**config.mk**
```make
export PLATFORM = sky130hd
export DESIGN_NAME = uvc_fragment_payload_packetizer_top
export DESIGN_NICKNAME = d
export VERILOG_FILES = /design/src/rtl/ufpp_pkg.sv /design/src/rtl/ufpp_core.sv /design/src/rtl/uvc_fragment_payload_packetizer_top.sv
export SDC_FILE = /design/constraint.sdc
export NUM_CORES = 1
export LEC_CHECK = 0
export ABC_CLOCK_PERIOD_IN_PS = 17990
export BUFFER_PORTS_ARGS = -buffer_cell sky130_fd_sc_hd__clkbuf_2
export CORE_ASPECT_RATIO = 0.9
export CORE_MARGIN = 2
export CORE_UTILIZATION = 50
export DETAILED_ROUTE_END_ITERATION = 6
export PLACE_DENSITY_LB_ADDON = 0.12
export SLEW_MARGIN = 25
export SYNTH_ARGS = -nofsm -noshare
export SYNTH_HDL_FRONTEND = slang
export SYNTH_HIERARCHICAL = 1
export SYNTH_SLANG_ARGS = --single-unit
export TNS_END_PERCENT = 5
```
**constraint.sdc**
```tcl
create_clock -name clk_i -period 17.99 [get_ports clk_i]
set_input_delay 3.598 -clock clk_i [delete_from_list [all_inputs] [get_ports clk_i]]
set_output_delay 3.598 -clock clk_i [all_outputs]
set_load 0.02 [all_outputs]
```
**src/rtl/ufpp_pkg.sv**
```systemverilog
// Package for the fragment payload packetizer: fixed buffer geometry,
// header size, and the state and result structs shared by the core and the top level.
// No dependencies.
`default_nettype none

package ufpp_pkg;

  localparam int unsigned BufferBytes = 20480;
  localparam int unsigned BufferCount = 4;
  localparam int unsigned FrameBytes  = 614400;
  localparam int unsigned LineBytes   = 1280;
  localparam int unsigned BufferLines = 16;
  localparam int unsigned HeaderBytes = 12;

  // The reader is behind when it trails the producer by more than this many lines.
  localparam logic [31:0] LagLimit = 32'(BufferLines + BufferLines / 2);

  localparam logic [11:0] MaxPayloadReset = 12'd3072;

  // The position is carried in several forms, so that no division is needed at run time.
  typedef struct packed {
    logic [19:0] frame_pos;    // byte position within the frame
    logic [14:0] pos_in_buf;   // frame_pos modulo BufferBytes
    logic [8:0]  reader_line;  // frame_pos divided by LineBytes
    logic [10:0] line_rem;     // frame_pos modulo LineBytes
    logic [1:0]  drain_idx;
    logic        frame_id;
  } state_t;

  typedef struct packed {
    logic [11:0]        payload_length;
    logic [1:0]         buffer_index;
    logic signed [15:0] start_offset;
    logic               frame_id;
    logic               end_of_frame;
    logic               buffer_consumed;
    logic               resync;
  } result_t;

endpackage

`default_nettype wire

```
**src/rtl/ufpp_core.sv**
```systemverilog
// Combinational payload decision: computes one result and the next position state
// from the current state, one request and the maximum payload register.
// Depends on ufpp_pkg.
`default_nettype none

module ufpp_core (
  input  ufpp_pkg::state_t  state_i,
  input  logic [31:0]       producer_line_i,
  input  logic [2:0]        buffers_ready_i,
  input  logic [11:0]       max_payload_i,
  output ufpp_pkg::result_t result_o,
  output ufpp_pkg::state_t  state_o
);

  logic [31:0] lag;
  logic        lagging;
  logic [11:0] data_max;
  logic [14:0] room;
  logic [11:0] send;
  logic [14:0] pos_sum;
  logic [19:0] fpos_sum;
  logic        consumed;
  logic        frame_done;
  logic [12:0] line_sum;
  logic [2:0]  line_q;
  logic [10:0] line_rem_nxt;
  logic [1:0]  drain_nxt;

  assign lag     = producer_line_i - {23'd0, state_i.reader_line};
  assign lagging = lag > ufpp_pkg::LagLimit;

  assign data_max = (max_payload_i > 12'(ufpp_pkg::HeaderBytes))
                    ? max_payload_i - 12'(ufpp_pkg::HeaderBytes) : 12'd0;
  assign room     = 15'(ufpp_pkg::BufferBytes) - state_i.pos_in_buf;
  assign send     = (room > {3'd0, data_max}) ? data_max : room[11:0];

  // A payload never crosses a buffer boundary, so the buffer is drained exactly
  // when the sum lands on its end, and the frame can only end on such a payload.
  assign pos_sum    = state_i.pos_in_buf + {3'd0, send};
  assign consumed   = pos_sum >= 15'(ufpp_pkg::BufferBytes);
  assign fpos_sum   = state_i.frame_pos + {8'd0, send};
  assign frame_done = consumed && (fpos_sum >= 20'(ufpp_pkg::FrameBytes));
  assign drain_nxt  = (state_i.drain_idx >= 2'(ufpp_pkg::BufferCount - 1))
                      ? 2'd0 : state_i.drain_idx + 2'd1;

  // One payload moves the line count forward by at most four lines.
  assign line_sum = {2'd0, state_i.line_rem} + {1'b0, send};

  always_comb begin
    if (line_sum >= 13'(4 * ufpp_pkg::LineBytes)) begin
      line_q       = 3'd4;
      line_rem_nxt = 11'(line_sum - 13'(4 * ufpp_pkg::LineBytes));
    end else if (line_sum >= 13'(3 * ufpp_pkg::LineBytes)) begin
      line_q       = 3'd3;
      line_rem_nxt = 11'(line_sum - 13'(3 * ufpp_pkg::LineBytes));
    end else if (line_sum >= 13'(2 * ufpp_pkg::LineBytes)) begin
      line_q       = 3'd2;
      line_rem_nxt = 11'(line_sum - 13'(2 * ufpp_pkg::LineBytes));
    end else if (line_sum >= 13'(ufpp_pkg::LineBytes)) begin
      line_q       = 3'd1;
      line_rem_nxt = 11'(line_sum - 13'(ufpp_pkg::LineBytes));
    end else begin
      line_q       = 3'd0;
      line_rem_nxt = line_sum[10:0];
    end
  end

  always_comb begin
    result_o = '0;
    state_o  = state_i;
    if (buffers_ready_i != 3'd0) begin
      if (lagging) begin
        state_o.frame_pos   = '0;
        state_o.pos_in_buf  = '0;
        state_o.reader_line = '0;
        state_o.line_rem    = '0;
        state_o.drain_idx   = '0;
        result_o.resync     = 1'b1;
      end else begin
        result_o.payload_length  = 12'(ufpp_pkg::HeaderBytes) + send;
        result_o.buffer_index    = state_i.drain_idx;
        result_o.start_offset    = {1'b0, state_i.pos_in_buf} - 16'(ufpp_pkg::HeaderBytes);
        result_o.frame_id        = state_i.frame_id;
        result_o.buffer_consumed = consumed;
        result_o.end_of_frame    = frame_done;

        state_o.frame_pos   = fpos_sum;
        state_o.pos_in_buf  = consumed ? 15'd0 : pos_sum;
        state_o.reader_line = state_i.reader_line + {6'd0, line_q};
        state_o.line_rem    = line_rem_nxt;
        state_o.drain_idx   = consumed ? drain_nxt : state_i.drain_idx;
        if (frame_done) begin
          state_o.frame_pos   = '0;
          state_o.pos_in_buf  = '0;
          state_o.reader_line = '0;
          state_o.line_rem    = '0;
          state_o.drain_idx   = '0;
          state_o.frame_id    = ~state_i.frame_id;
        end
      end
    end
  end

endmodule

`default_nettype wire

```
**src/rtl/uvc_fragment_payload_packetizer_top.sv**
```systemverilog
// Top level of the fragment payload packetizer: input register, position state,
// maximum payload register and output register around the ufpp_core logic.
// Depends on ufpp_pkg and ufpp_core.
//
//  Channel | Direction | Handshake                    | Contents
//  --------+-----------+------------------------------+------------------------------
//  s_axis  | in        | s_axis_tvalid/s_axis_tready  | one payload request
//  m_axis  | out       | m_axis_tvalid/m_axis_tready  | one payload descriptor
//  cfg     | in        | cfg_valid_i/cfg_ready_o      | max_payload register write
//
// One request is taken per clock cycle while s_axis_tready is high; its result moves from the
// input register through the core into the output register, which drives m_axis.
// The position state updates in the cycle that the request moves from the input
// register into the output register.
// Reset clears the state and the valid flags and sets max_payload to 3072.
// Input ready drops only while both registers are full and m_axis_tready is low.
`default_nettype none

module uvc_fragment_payload_packetizer_top (
  input  logic        clk_i,
  input  logic        rst_ni,
  input  logic        s_axis_tvalid,
  output logic        s_axis_tready,
  input  logic [39:0] s_axis_tdata,   // [31:0] producer_line, [34:32] buffers_ready, zero pad
  output logic        m_axis_tvalid,
  input  logic        m_axis_tready,
  // [11:0] payload_length, [13:12] buffer_index, [29:14] start_offset,
  // [30] frame_id, [31] buffer_consumed
  output logic [31:0] m_axis_tdata,
  output logic        m_axis_tlast,   // end_of_frame
  output logic        m_axis_tuser,   // [0] resync
  input  logic        cfg_valid_i,
  output logic        cfg_ready_o,
  input  logic [11:0] cfg_data_i
);

  logic              in_vld_q;
  logic [31:0]       in_line_q;
  logic [2:0]        in_ready_cnt_q;
  logic              out_vld_q;
  ufpp_pkg::result_t out_q;
  ufpp_pkg::result_t result_d;
  ufpp_pkg::state_t  state_q;
  ufpp_pkg::state_t  state_d;
  logic [11:0]       max_payload_q;
  logic              advance;

  assign advance       = !out_vld_q || m_axis_tready;
  assign s_axis_tready = !in_vld_q || advance;
  assign cfg_ready_o   = 1'b1;

  ufpp_core u_core (
    .state_i         (state_q),
    .producer_line_i (in_line_q),
    .buffers_ready_i (in_ready_cnt_q),
    .max_payload_i   (max_payload_q),
    .result_o        (result_d),
    .state_o         (state_d)
  );

  always_ff @(posedge clk_i or negedge rst_ni) begin
    if (!rst_ni) begin
      max_payload_q <= ufpp_pkg::MaxPayloadReset;
    end else if (cfg_valid_i) begin
      max_payload_q <= cfg_data_i;
    end
  end

  always_ff @(posedge clk_i or negedge rst_ni) begin
    if (!rst_ni) begin
      in_vld_q  <= 1'b0;
      out_vld_q <= 1'b0;
      state_q   <= '0;
    end else begin
      if (s_axis_tready) begin
        in_vld_q <= s_axis_tvalid;
      end
      if (advance) begin
        out_vld_q <= in_vld_q;
      end
      if (advance && in_vld_q) begin
        state_q <= state_d;
      end
    end
  end

  always_ff @(posedge clk_i) begin
    if (s_axis_tvalid && s_axis_tready) begin
      in_line_q      <= s_axis_tdata[31:0];
      in_ready_cnt_q <= s_axis_tdata[34:32];
    end
    if (advance && in_vld_q) begin
      out_q <= result_d;
    end
  end

  assign m_axis_tvalid = out_vld_q;
  assign m_axis_tdata  = {out_q.buffer_consumed, out_q.frame_id, out_q.start_offset,
                          out_q.buffer_index, out_q.payload_length};
  assign m_axis_tlast  = out_q.end_of_frame;
  assign m_axis_tuser  = out_q.resync;

endmodule

`default_nettype wire

```
## Word-level counts from Yosys, hierarchy flattened

Cells that the tools add are included.

- Register bits after elaboration: 141
- Output and inout port bits: 37
- Logic and storage cells: 74

- Add/sub/neg operators: 14
- Order comparisons: 10
- Muxes and demuxes: 16
- Bitwise gates (word level): 3
- Reduce and logical (&&, ||, !) cells: 13

Operator list:

| cell | number |
|---|---|
| 58-bit two-way mux | 1 |
| 57-bit two-way mux | 1 |
| 11-bit two-way mux | 4 |
| 11-bit subtractor, second input constant | 3 |
| 32-bit by 5-bit greater-than comparator with 1-bit output, second input constant | 1 |
| 32-bit by 9-bit subtractor with 32-bit output | 1 |
| 13-bit by 12-bit greater-or-equal comparator with 1-bit output, second input constant | 2 |
| 12-bit two-way mux | 2 |
| 20-bit by 12-bit adder with 20-bit output | 1 |
| 20-bit greater-or-equal comparator, second input constant | 1 |
| 15-bit by 4-bit subtractor with 16-bit output, second input constant | 1 |
| 15-bit by 12-bit adder with 15-bit output | 1 |
| 15-bit greater-or-equal comparator, second input constant | 1 |
| 15-bit by 12-bit greater-than comparator with 1-bit output | 1 |
| 15-bit two-way mux | 1 |
| 15-bit subtractor, first input constant | 1 |
| 11-bit by 12-bit adder with 13-bit output | 1 |
| 13-bit by 11-bit greater-or-equal comparator with 1-bit output, second input constant | 1 |
| 13-bit greater-or-equal comparator, second input constant | 1 |
| 4-bit by 12-bit adder with 12-bit output, first input constant | 1 |
| 12-bit by 4-bit greater-than comparator with 1-bit output, second input constant | 1 |
| 12-bit by 4-bit subtractor with 12-bit output, second input constant | 1 |
| 11-bit by 10-bit subtractor with 11-bit output, second input constant | 1 |
| 9-bit by 3-bit adder with 9-bit output | 1 |
| other kinds (14) | 25 |

## Longest topological paths before layout

Gate-level depths: netlist of the first run.

- Word-level depth: 13
- Mapped depth: 39
- Depth with buffers taken out: 38

## By module

The synthesis of the first run kept the hierarchy.

By module, submodules not included:

| module | times used | cells an instance | area an instance (um2) | seq. area each (um2) |
|---|---|---|---|---|
| ufpp_core | 1 | 845 | 5504.0 | 0.0 |
| uvc_fragment_payload_packetizer_top | 1 | 227 | 4812.1 | 3876.2 |

## Worst setup path before layout of the first run

Ideal clock, no wire load.

- Path kind: flip-flop to flip-flop
- Start: register state_q[24] (netlist name)
- End: register state_q[22] (netlist name)
- Setup time: 0.125 ns
- Arrival time: 7.857 ns
- Data required time: 17.865 ns
- Setup slack: 10.008 ns
- Stages on the path, launching flop included: 36
- Buffers on the path: 1
- Period minus slack after synthesis: 7.982 ns
- Path through: dfrtp_1 > or4_1 > or3b_1 > a22oi_2 > ha_1 > a21oi_1 > nor2b_1 > o2111ai_1 > a21oi_1 > buf_2 > nor2_1 > a21oi_1 > inv_1 > ha_1 > a211oi_1 > o211ai_1 > a2111oi_0 > nand3b_1 > ha_1 > nand2_1 > nor3_1 > o21ai_0 > nor4_1 > a22oi_1 > o41ai_2 > o21a_1 > ha_1 > inv_1 > fa_1 > nor2b_1 > o21ai_0 > or3_1 > nor3_1 > xnor2_1 > o22ai_1 > mux2_2

- Word-level cells in the longest chain between the ends: 12

RTL lines:

| item | line | RTL |
|---|---|---|
| from (decl) | uvc_fragment_payload_packetizer_top.sv:43 | `ufpp_pkg::state_t state_q;` |
| from (signal assigned) | uvc_fragment_payload_packetizer_top.sv:82 | `state_q <= state_d;` |
| 15-bit subtractor | ufpp_core.sv:34 | `assign room = 15'(ufpp_pkg::BufferBytes) - state_i.pos_in_buf;` |
| 15-bit by 12-bit greater-than comparator with 1-bit output | ufpp_core.sv:35 | `assign send = (room > {3'd0, data_max}) ? data_max : room[11:0];` |
| 12-bit two-way mux | ufpp_core.sv:35 |  |
| 11-bit by 12-bit adder with 13-bit output | ufpp_core.sv:47 | `assign line_sum = {2'd0, state_i.line_rem} + {1'b0, send};` |
| 13-bit by 11-bit greater-or-equal comparator with 1-bit output | ufpp_core.sv:59 | `end else if (line_sum >= 13'(ufpp_pkg::LineBytes)) begin` |
| 1-bit two-way mux | ufpp_core.sv:59 |  |
| 3-bit two-way mux | ufpp_core.sv:56 | `end else if (line_sum >= 13'(2 * ufpp_pkg::LineBytes)) begin` |
| 3-bit two-way mux | ufpp_core.sv:53 | `end else if (line_sum >= 13'(3 * ufpp_pkg::LineBytes)) begin` |
| 3-bit two-way mux | ufpp_core.sv:50 | `if (line_sum >= 13'(4 * ufpp_pkg::LineBytes)) begin` |
| 9-bit by 3-bit adder with 9-bit output | ufpp_core.sv:89 | `state_o.reader_line = state_i.reader_line + {6'd0, line_q};` |
| 58-bit two-way mux * | ufpp_core.sv:92 | `if (frame_done) begin` |
| 57-bit two-way mux * | ufpp_core.sv:72 | `if (lagging) begin` |

Mark *: on every way between the ends. The rest lies on a longest branch, timed or not.
A chain may end at the register's enable or synchronous reset.

## Final worst setup path of the first run

Same ends and word-level chain as after synthesis.

==> summary.md, run 1 <==
| Metric | Value |
|---|---|
| Gpl congestion | 0.878 |
| TritonCTS clock tree | done |
| Final Hold Vio Count | 0 |
| Max_slew headroom | 29.2% |
| Area grow syn2layout | 12.3% |
| Post-DRT Antenna Nets | 0 |
| Overall power consumption | 0.880 mW |
| Min Tclk post-route | 9.55 ns |
| Syn_area_per_cell | 9.62 um2 |
| Clock Sinks | 141 |
| Starting Density | 51.3% |
| WL final | 23300 um |
| Vias in the first global route | 7721 |
| Syn Std Cell Area | 0.0103 mm2 |
| Element type at the critical path end | flip-flop |
| Final core occ | 57.6% |
| Pin count of the biggest net entering global routing | 73 |
| Wire per inst | 16.4 um |
| Tot GR Track Use | 21.8% |
| Max-slew violations | 0 |
| Number of synthesized flops with an enable pin | 69 |
| Cts repair resizes | 0 |
| Most frequent CP cell | ha_1 |
| Std-Cell Rows | 49 |
| Critical Path AT | 9.87 ns |
| Max Fclk | 105 MHz |
| Clk pwr share | 41.3% |
| Drt pass-1 iters | 5 |
| Clock buffer depth | 2 |
| CTS Buf Count | 17 |
| Vias | 8227 |
| Crit path largest cell delay | 0.61 ns |
| Drt initial violations | 456 |
| I/O pin count | 94 |
| Post-CTS Repair Setup Buffers | 0 |
| Synth Flop Type | dfrtp_1 |
| Worst-path clk slew | 0.07 ns |
| Overflow after GRT | 0 |
| DIE WIDTH | 155 um |
| Final worst path period share | 53.1% |
| Htree depth | 4 |
| WHS Endpoint | state_q[0] |
| Critical-path top delay cell | or4_1 |
| Setup CP Type | reg -> reg |
| Die Area | 0.0218 mm2 |
| Detailed placer's ending HPWL | 16400 um |
| Status | finished, final reports clean |
| Required time worst endpoint | 18.31 ns |
| Crit start category | flip-flop |
| Sw Ratio | 29.4% |
| Min-Delay Path Class | reg -> reg |
| Net Switching | 0.259 mW |
| Pint | 0.622 mW |
| Worst slew pin tran | 1.06 ns |
| Diodes inserted | 0 |
| Worst Hold Path Cells | 1 |
| Worst R2R Path Depth | 35 |
| Reg2reg end | state_q[22] |
| Lkg Pwr | 5.11 nW |
| Die height | 140 um |
| Cell count after synthesis | 1072 |
| Min-delay src | state_q[0] |
| Power Dens Cells | 76.0 mW/mm2 |
| Setup ws final | 8.44 ns |
| Sequential area share after synthesis | 37.6% |
| Worst-path maximum fanout | 14 |
| Layout cells sized above 1 | 20.8% |
| Core area | 0.0201 mm2 |
| Endpoints failing setup | 0 |
| Syn nets | 1202 |
| First-pass GRT wire length | 38200 um |
| Ys Warns | 6 |
| RSZ-0062 raised after global routing | no |
| Setup TNS | 0 ns |
| Unique cell type count in the Yosys netlist | 86 |
| Nets@finish | 1281 |
| FF+latch count, synth | 141 |
| Antenna violations before repair | 0 |
| Clk_skew | 0.0156 ns |
| DP Worst Slack | 8.51 ns |
| Number of port buffers | 87 |
| R2r setup slk | 8.44 ns |
| RR Startpoint | state_q[24] |
| Maximum vdd drop | 61.5 uV |
| Root Driver | clkbuf_16 |
| Max Cap Violations | 0 |
| Worst-Skew Late Latency | 0.44 ns |
| Power share of the sequential group | 41.0% |
| Async SR Flop Fraction | 51.1% |
| Vias per Instance | 5.80 |
| Cts hold-fix bufs | 0 |
| Comb power frac | 17.7% |
| Detailed-route DRC error count | 0 |
==> state kept, by name, summed over array words and instances (netlist names) <==
name,cells
state_q,58
in_line_q,32
m_axis_tdata,32
max_payload_q,12
in_ready_cnt_q,3
in_vld_q,1
m_axis_tlast,1
m_axis_tuser,1
m_axis_tvalid,1
==> cell usage after synthesis (all sizes together) (4+ instances only) <==
cell type	number	area share, %
or4	5	0.44
nor4	13	1.1
nor2b	12	0.80
a21o	20	1.5
a21oi	58	2.8
and3	9	0.55
inv	57	2.1
a2111oi	4	0.52
a211o	9	0.76
xnor2	37	3.1
a31oi	9	0.55
nor2	83	3.0
o31ai	5	0.36
or3	17	1.0
fa	5	0.97
o21a	16	1.2
nand3b	7	0.51
nor3	28	1.4
o21ai	70	3.4
mux2i	6	0.58
nor3b	6	0.44
a211oi	9	0.70
nand2	98	3.6
nand3	24	1.2
o2111ai	7	0.59
nand4	5	0.30
edfxtp	69	20
buf	18	1.0
or2	10	0.61
a221oi	5	0.42
dfrtp	70	17
xor2	21	1.8
nand2b	12	0.80
ha	68	8.2
o31a	5	0.42
o22ai	11	0.67
clkbuf	21	0.76
and2	8	0.49
o211ai	15	1.1
mux2	76	8.6
==> cells by family (layout without fill, tap and decap cells) <==
family / count (synthesis) / count (layout) / share of synthesized area [%]
AO/OA/AOI/OAI: 273 / 273 / 17.9
flip-flops: 141 / 141 / 37.6
XOR/XNOR: 58 / 58 / 4.92
buffers and inverters: 96 / 188 / 3.84
other: 1 / 1 / 0.0364
adder cells (fa/ha/maj): 73 / 73 / 9.22
AND/OR/NAND/NOR: 348 / 348 / 17.3
multiplexers: 82 / 82 / 9.21
==> per-layer routing <==
layer	share of wire, %	up-vias	track usage [%]	wire length (um)
met5	0	-	0	0
met4	1.9	0	6.81	445
met3	3.5	30	3.81	804
met2	46	155	35.7	10700
met1	49	3915	29.5	11300
li1	-	4127	-	-
==> power by group through the flow <==
| stage | Sequential (mW) | Clock [mW] | Combinational [mW] |
|---|---|---|---|
| finish | 0.361 | 0.364 | 0.156 |
| global route | 0.362 | 0.386 | 0.172 |
| CTS | 0.361 | 0.374 | 0.155 |
| detailed placement | 0.367 | 0 | 0.154 |
| global placement | 0.367 | 0 | 0.152 |
| floorplan | 0.372 | 0 | 0.105 |
==> placed cells by master (no fill, tap or decap), types with 9 or more instances in the layout <==
cell type and n:
o22ai_1 11, mux2_4 9, a31oi_1 9, nor3_1 26, inv_1 57, nor4_1 9, nor2_1 83, o211ai_1 14
mux2_2 67, buf_4 12, or3_1 17, ha_1 68, o21ai_0 56, o21ai_1 14, nand2b_1 11, clkbuf_2 86
xor2_1 21, nand3_1 24, dfrtp_1 70, and3_1 9, xnor2_1 37, a21o_1 20, a21oi_1 58, o21a_1 16
a211o_1 9, nor2b_1 11, edfxtp_1 69, or2_2 9, nand2_1 97, clkbuf_16 17
==> stage by stage <==
step / area, um2 / hold slack (ns) / instances
floorplan: 10300 / 0.479 / 1072
global placement: 11000 / 0.488 / 1387
detailed placement: 11000 / 0.494 / 1387
CTS: 11600 / 0.509 / 1419
global route: 11600 / 0.540 / 1419
finish: 11600 / 0.508 / 1419
==> worst max-delay path by stage <==
stage / endpoint / slack (ns) / from
after floorplan: state_q[22] / 10.01 / state_q[24]
after global placement: state_q[22] / 8.63 / state_q[24]
after detailed placement: state_q[22] / 8.51 / state_q[24]
after CTS: state_q[22] / 8.46 / state_q[24]
after global routing: state_q[22] / 7.49 / state_q[26]
final: state_q[22] / 8.44 / state_q[24]
==> layout make-up <==
| cell class | count | area, um2 |
|---|---|---|
| Fill cell | 1785 | 8520 |
| Multi-Input combinational cell | 835 | 6050 |
| Sequential cell | 141 | 3880 |
| Timing Repair Buffer | 99 | 532 |
| Clock buffer | 17 | 425 |
| Tap cell | 255 | 319 |
| Inverter | 57 | 214 |
| Clock inverter | 15 | 175 |
==> critical path, delay by kind of cell, from the launching register on <==
kind	cells	cell delay (ns)
fa+ha+maj	5	1.54
flops	1	0.45
mux	1	0.29
compound gates	14	3.52
buf+inv	3	0.57
simple gates	11	2.90
xor+xnor	1	0.16
No activity file was read; power rests on OpenSTA's default activity.
==> run 2: changes to the inputs <==
Settings changed: ABC_CLOCK_PERIOD_IN_PS 17990 to 7600.
Clock period 17.99 ns to 7.6 ns, I/O delays scaled along.
==> summary.md, run 2 (same netlist as run 1, synthesis figures left out) <==
| Metric | Value |
|---|---|
| Min Tclk post-route | 7.81 ns (-1.74 ns) |
| Crit start category | flip-flop |
| Worst-path maximum fanout | 4 (-10) |
| Final worst path period share | 103% (+50 points) |
| R2r setup slk | -0.21 ns (-8.65 ns) |
| Final core occ | 64.3% (+6.7 points) |
| Maximum vdd drop | 131 uV (+110%) |
| Die height | 140 um (unchanged) |
| Diodes inserted | 0 (unchanged) |
| RR Startpoint | state_q[23] |
| Post-DRT Antenna Nets | 0 (unchanged) |
| RSZ-0062 raised after global routing | yes |
| Most frequent cells in the layout | buf_4 (158), nand2_1 (95), clkbuf_2 (86), nor2_1 (80), dfrtp_1 (70) |
| Lkg Pwr | 5.88 nW (+15%) |
| Std-Cell Rows | 49 (unchanged) |
| Max Fclk | 128 MHz (+22%) |
| First-pass GRT wire length | 43000 um (+13%) |
| Vias per Instance | 5.75 (-0.79%) |
| Power Dens Cells | 165 mW/mm2 (+120%) |
| Starting Density | 51.3% (unchanged) |
| Clk_skew | 0.0126 ns (-0.00300 ns) |
| Area after DPL | 0.0119 mm2 (+8.4%) |
| Layout cells sized above 1 | 33.1% (+12 points) |
| Finished layout cell area | 0.0129 mm2 (+12%) |
| Reg2reg end | state_q[22] |
| I/O pin count | 94 (unchanged) |
| Vias in the first global route | 8628 (+12%) |
| Vias | 9002 (+9.4%) |
| Critical Path AT | 8.11 ns (-1.76 ns) |
| Clock Sinks | 141 (unchanged) |
| WL final | 26600 um (+14%) |
| Final Hold Vio Count | 0 (unchanged) |
| Wire per inst | 17.0 um (+3.6%) |
| Root Driver | clkbuf_16 |
| Status | complete, but fails checks |
| Worst slew pin tran | 0.955 ns (-0.106 ns) |
| Non-Filler Instances | 1565 (+10%) |
| Required time worst endpoint | 7.90 ns (-10.41 ns) |
| Failing checks | negative setup slack |
| Antenna violations before repair | 0 (unchanged) |
| TritonCTS clock tree | done |
| CTS Buf Count | 17 (unchanged) |
| Number of port buffers | 87 (unchanged) |
| Most frequent CP cell | o21a_1 |
| Tot GR Track Use | 24.7% (+2.9 points) |
| Worst Hold Path Cells | 1 (unchanged) |
| Most common cell after layout, fill and taps aside | buf_4 |
| Worst-path clk slew | 0.06 ns (about the same) |
| Placed cells | 1504 (+8.4%) |
| Clock buffer depth | 2 (unchanged) |
| Max Cap Violations | 0 (unchanged) |
| Min-delay src | state_q[0] |
| Detailed-route DRC error count | 0 (unchanged) |
| Max_slew headroom | 36.2% (+6.9 points) |
| Setup ws final | -0.208 ns (-8.65 ns) |
| Setup TNS | -0.528 ns (-0.528 ns) |
| Core area | 0.0201 mm2 (unchanged) |
| Htree depth | 4 (unchanged) |
| Max FFs per register | 58 (unchanged) |
| Detailed placer's ending HPWL | 18900 um (+15%) |
| Worst R2R Path Depth | 34 (-2.9%) |
| Drt pass-1 iters | 5 (unchanged) |
| Max-slew violations | 0 (unchanged) |
| Largest Register | state_q |
| Area grow syn2layout | 25.4% |
| Endpoints failing setup | 4 (+4) |
| Pin count of the biggest net entering global routing | 60 (-18%) |
| Element type at the critical path end | flip-flop |
| WHS Endpoint | state_q[0] |
| Nets@finish | 1427 (+11%) |
| DIE WIDTH | 155 um (unchanged) |
| Gpl congestion | 0.887 (+1.0%) |
| Drt initial violations | 544 (+19%) |
| Worst-Skew Late Latency | 0.43 ns (about the same) |
| Critical-path top delay cell | or4_4 |
| Setup CP Type | reg -> reg |
| Min-Delay Path Class | reg -> reg |
| Overflow after GRT | 0 (unchanged) |
| Die Area | 0.0218 mm2 (unchanged) |
| Crit path largest cell delay | 0.58 ns (-0.03 ns) |
[run 2: changes by cell type in the layout (fill, tap and decap cells not counted), moves of 4 or more]
cell,delta
inv_1,-4
ha_1,-8
buf_4,+146
clkinv_2,+4
o21ai_0,-7
ha_4,+5
a21oi_1,-6
a21oi_2,+5
o21ai_1,+4
[run 2: power by group]
part	switching, mW	leakage [nW]	internal, mW
logic	0.269	3.96	0.216
clock network	0.345	0.268	0.452
registers	0.0149	1.65	0.837
total	0.629	5.88	1.50
[run 2: worst max-delay path by stage]
stage	startpoint	to	slack, ns	cells past startpoint
4_1_cts	state_q[26]	state_q[22]	-0.19	35
5_1_grt	state_q[23]	state_q[22]	-0.55	37
3_5_place_dp	state_q[24]	state_q[20]	-0.43	35
6_report	state_q[23]	state_q[22]	-0.21	34
3_3_place_gp	state_q[24]	state_q[20]	-0.32	35
2_1_floorplan	state_q[24]	state_q[20]	0.01	35
[run 2: through the flow]
stage          hold WS, ns  total power, mW  worst slack, ns
2_1_floorplan        0.479             1.13          0.00950
3_3_place_gp         0.501             1.30           -0.318
3_5_place_dp         0.493             1.31           -0.430
4_1_cts              0.518             2.13           -0.188
5_1_grt              0.559             2.23           -0.553
6_report             0.518             2.13           -0.208
[run 2: area by class of cell]
type                            count  area [um2]
Clock buffer                       19         433
Timing Repair Buffer              245        1630
Clock inverter                     13         118
Inverter                           57         216
Sequential cell                   141        3880
Tap cell                          255         319
Fill cell                        1683        7170
Multi-Input combinational cell    835        6350
[run 2: worst max-delay path, delay by kind of cell, from the launching register on]
kind / cells / cell delay (ns)
compound gates: 13 / 2.47
simple gates: 10 / 2.42
fa+ha+maj: 5 / 1.32
mux: 2 / 0.64
flops: 1 / 0.37
buf+inv: 3 / 0.34
xor+xnor: 1 / 0.13
[run 2: routing by layer]
metal  track usage (%)  vias to the layer above  routed length, um
met5                 0                        -                  0
met4              6.90                        0                406
met3              4.02                       36               1180
met2              40.0                      198              12300
met1              34.5                     4344              12700
li1                  -                     4424                  -
[run 2: what timing repair did]
| action | 4_1_cts | 5_1_grt |
|---|---|---|
| hold buffers | 0 | 0 |
| pin swaps | 21 | 28 |
| resized for setup | 31 | 27 |
| cloned | 1 | 0 |
| endpoints found under the setup margin | 4 | 7 |
| buffers inserted | 23 | 8 |
==> run 3: changes to the inputs <==
Settings changed: ABC_CLOCK_PERIOD_IN_PS 7600 to 6900.
Clock period 7.6 ns to 6.9 ns, I/O delays scaled along.
==> summary.md, run 3 (same netlist as run 1, synthesis figures left out) <==
| Metric | Value |
|---|---|
| Std-Cell Rows | 49 (unchanged) |
| Crit start category | flip-flop |
| Drt initial violations | 541 (-0.55%) |
| Max Cap Violations | 0 (unchanged) |
| Max-slew violations | 0 (unchanged) |
| Cts hold-fix bufs | 0 (unchanged) |
| Area after DPL | 0.0122 mm2 (+2.7%) |
| Die height | 140 um (unchanged) |
| Maximum vdd drop | 141 uV (+7.9%) |
| Vias | 9238 (+2.6%) |
| Gpl congestion | 0.884 (-0.35%) |
| TritonCTS clock tree | done |
| Drt pass-1 iters | 5 (unchanged) |
| Worst-path maximum fanout | 6 (+2) |
| Nets@finish | 1476 (+3.4%) |
| Critical Path AT | 7.99 ns (-0.12 ns) |
| Critical-path top delay cell | or4_4 |
| DP Worst Slack | -0.946 ns (-0.516 ns) |
| I/O pin count | 94 (unchanged) |
| Detailed-route DRC error count | 0 (unchanged) |
| Endpoints failing setup | 43 (+39) |
| Overall power consumption | 2.40 mW (+13%) |
| Vias per Instance | 5.73 (-0.43%) |
| Clock buffer depth | 2 (unchanged) |
| Area grow syn2layout | 31.1% |
| DIE WIDTH | 155 um (unchanged) |
| Element type at the critical path end | flip-flop |
| Final Hold Vio Count | 0 (unchanged) |
| Layout cells sized above 1 | 37.1% (+4.1 points) |
| Clock Sinks | 141 (unchanged) |
| Max_slew headroom | 37.8% (+1.6 points) |
| Multi-input gate area | 0.00654 mm2 (+3.1%) |
| Filler instances | 1611 (-4.3%) |
| Max Fclk | 130 MHz (+1.7%) |
| Overflow after GRT | 0 (unchanged) |
| WL final | 27600 um (+3.8%) |
| Post-DRT Antenna Nets | 0 (unchanged) |
| Non-Filler Instances | 1613 (+3.1%) |
| Setup TNS | -11.10 ns (-10.57 ns) |
| Core area | 0.0201 mm2 (unchanged) |
| Failing checks | negative setup slack |
| Crit path largest cell delay | 0.59 ns (about the same) |
| Starting Density | 51.3% (unchanged) |
| Setup ws final | -0.781 ns (-0.573 ns) |
| Power Dens Cells | 178 mW/mm2 (+7.8%) |
| Finished layout cell area | 0.0135 mm2 (+4.6%) |
| Required time worst endpoint | 7.21 ns (-0.69 ns) |
| Tot GR Track Use | 25.0% (+0.31 points) |
| Clk_skew | 0.0121 ns (-0.000508 ns) |
| First-pass GRT wire length | 43500 um (+1.2%) |
| Htree depth | 4 (unchanged) |
| Worst slew pin tran | 0.933 ns (-0.0224 ns) |
| Max FFs per register | 58 (unchanged) |
| Worst-Skew Late Latency | 0.43 ns (about the same) |
| CTS Buf Count | 17 (unchanged) |
| Placed cells | 1539 (+2.3%) |
| Number of port buffers | 87 (unchanged) |
| Root Driver | clkbuf_16 |
| Antenna violations before repair | 0 (unchanged) |
| Status | complete, but fails checks |
| Vias in the first global route | 8702 (+0.86%) |
| Final worst path period share | 111% (+8.6 points) |
| Wire per inst | 17.1 um (+0.68%) |
| Most common cell after layout, fill and taps aside | buf_4 |
| Min-Delay Path Class | reg -> reg |
| Lkg Pwr | 6.16 nW (+4.8%) |
| Worst-path clk slew | 0.06 ns (about the same) |
| Final core occ | 67.3% (+2.9 points) |
| FF+latch area | 0.00388 mm2 (unchanged) |
| Detailed placer's ending HPWL | 19200 um (+1.9%) |
| Min Tclk post-route | 7.68 ns (-0.127 ns) |
| Pin count of the biggest net entering global routing | 73 (+22%) |
| RSZ-0062 raised after global routing | yes |
| Largest Register | state_q |
| Most frequent cells in the layout | buf_4 (202), nand2_1 (93), clkbuf_2 (86), nor2_1 (79), dfrtp_1 (70) |
| Die Area | 0.0218 mm2 (unchanged) |
| Diodes inserted | 0 (unchanged) |
| Setup CP Type | reg -> reg |
| Hold Slack | 0.525 ns (+0.00746 ns) |
## run 3: cell type report
cell class                      instances  area share, %
Clock inverter                         13          0.925
Tap cell                              255           2.36
Timing Repair Buffer                  294           15.0
Sequential cell                       141           28.7
Multi-Input combinational cell        835           48.3
Inverter                               57           1.58
Clock buffer                           18           3.17
## run 3: report_power, final
group	switching [mW]	internal, mW	leakage, nW
Sequential	0.0160	0.922	1.65
Combinational	0.309	0.259	4.25
Clock	0.373	0.525	0.262
## run 3: routing by layer
metal | wire length [um] | up-vias | track usage [%]
li1 | - | 4518 | -
met1 | 12800 | 4424 | 34.8
met2 | 13100 | 254 | 41.2
met3 | 1260 | 42 | 3.96
met4 | 430 | 0 | 6.04
met5 | 0 | - | 0
## run 3: critical path, delay by kind of cell, from the launching register on
kind	cells	cell delay, ns
simple gates	10	2.50
xor+xnor	1	0.14
buf+inv	2	0.22
compound gates	13	2.46
mux	2	0.59
fa+ha+maj	5	1.25
flops	1	0.39
## run 3: repair_timing
item	CTS	global route
buffers inserted	39	12
resized for setup	37	40
setup endpoints to repair	8	56
pin swaps	25	34
## run 3: worst paths after layout
check | to | cells after the start | from | slack [ns]
max in group asynchronous | state_q[12] | 1 | rst_ni | 5.43
min | state_q[0] | 1 | state_q[0] | 0.53
max | state_q[22] | 33 | state_q[23] | -0.78
max reg2reg | state_q[22] | 33 | state_q[23] | -0.78
min in group asynchronous | state_q[35] | 1 | rst_ni | 0.97
min reg2reg | state_q[0] | 1 | state_q[0] | 0.53
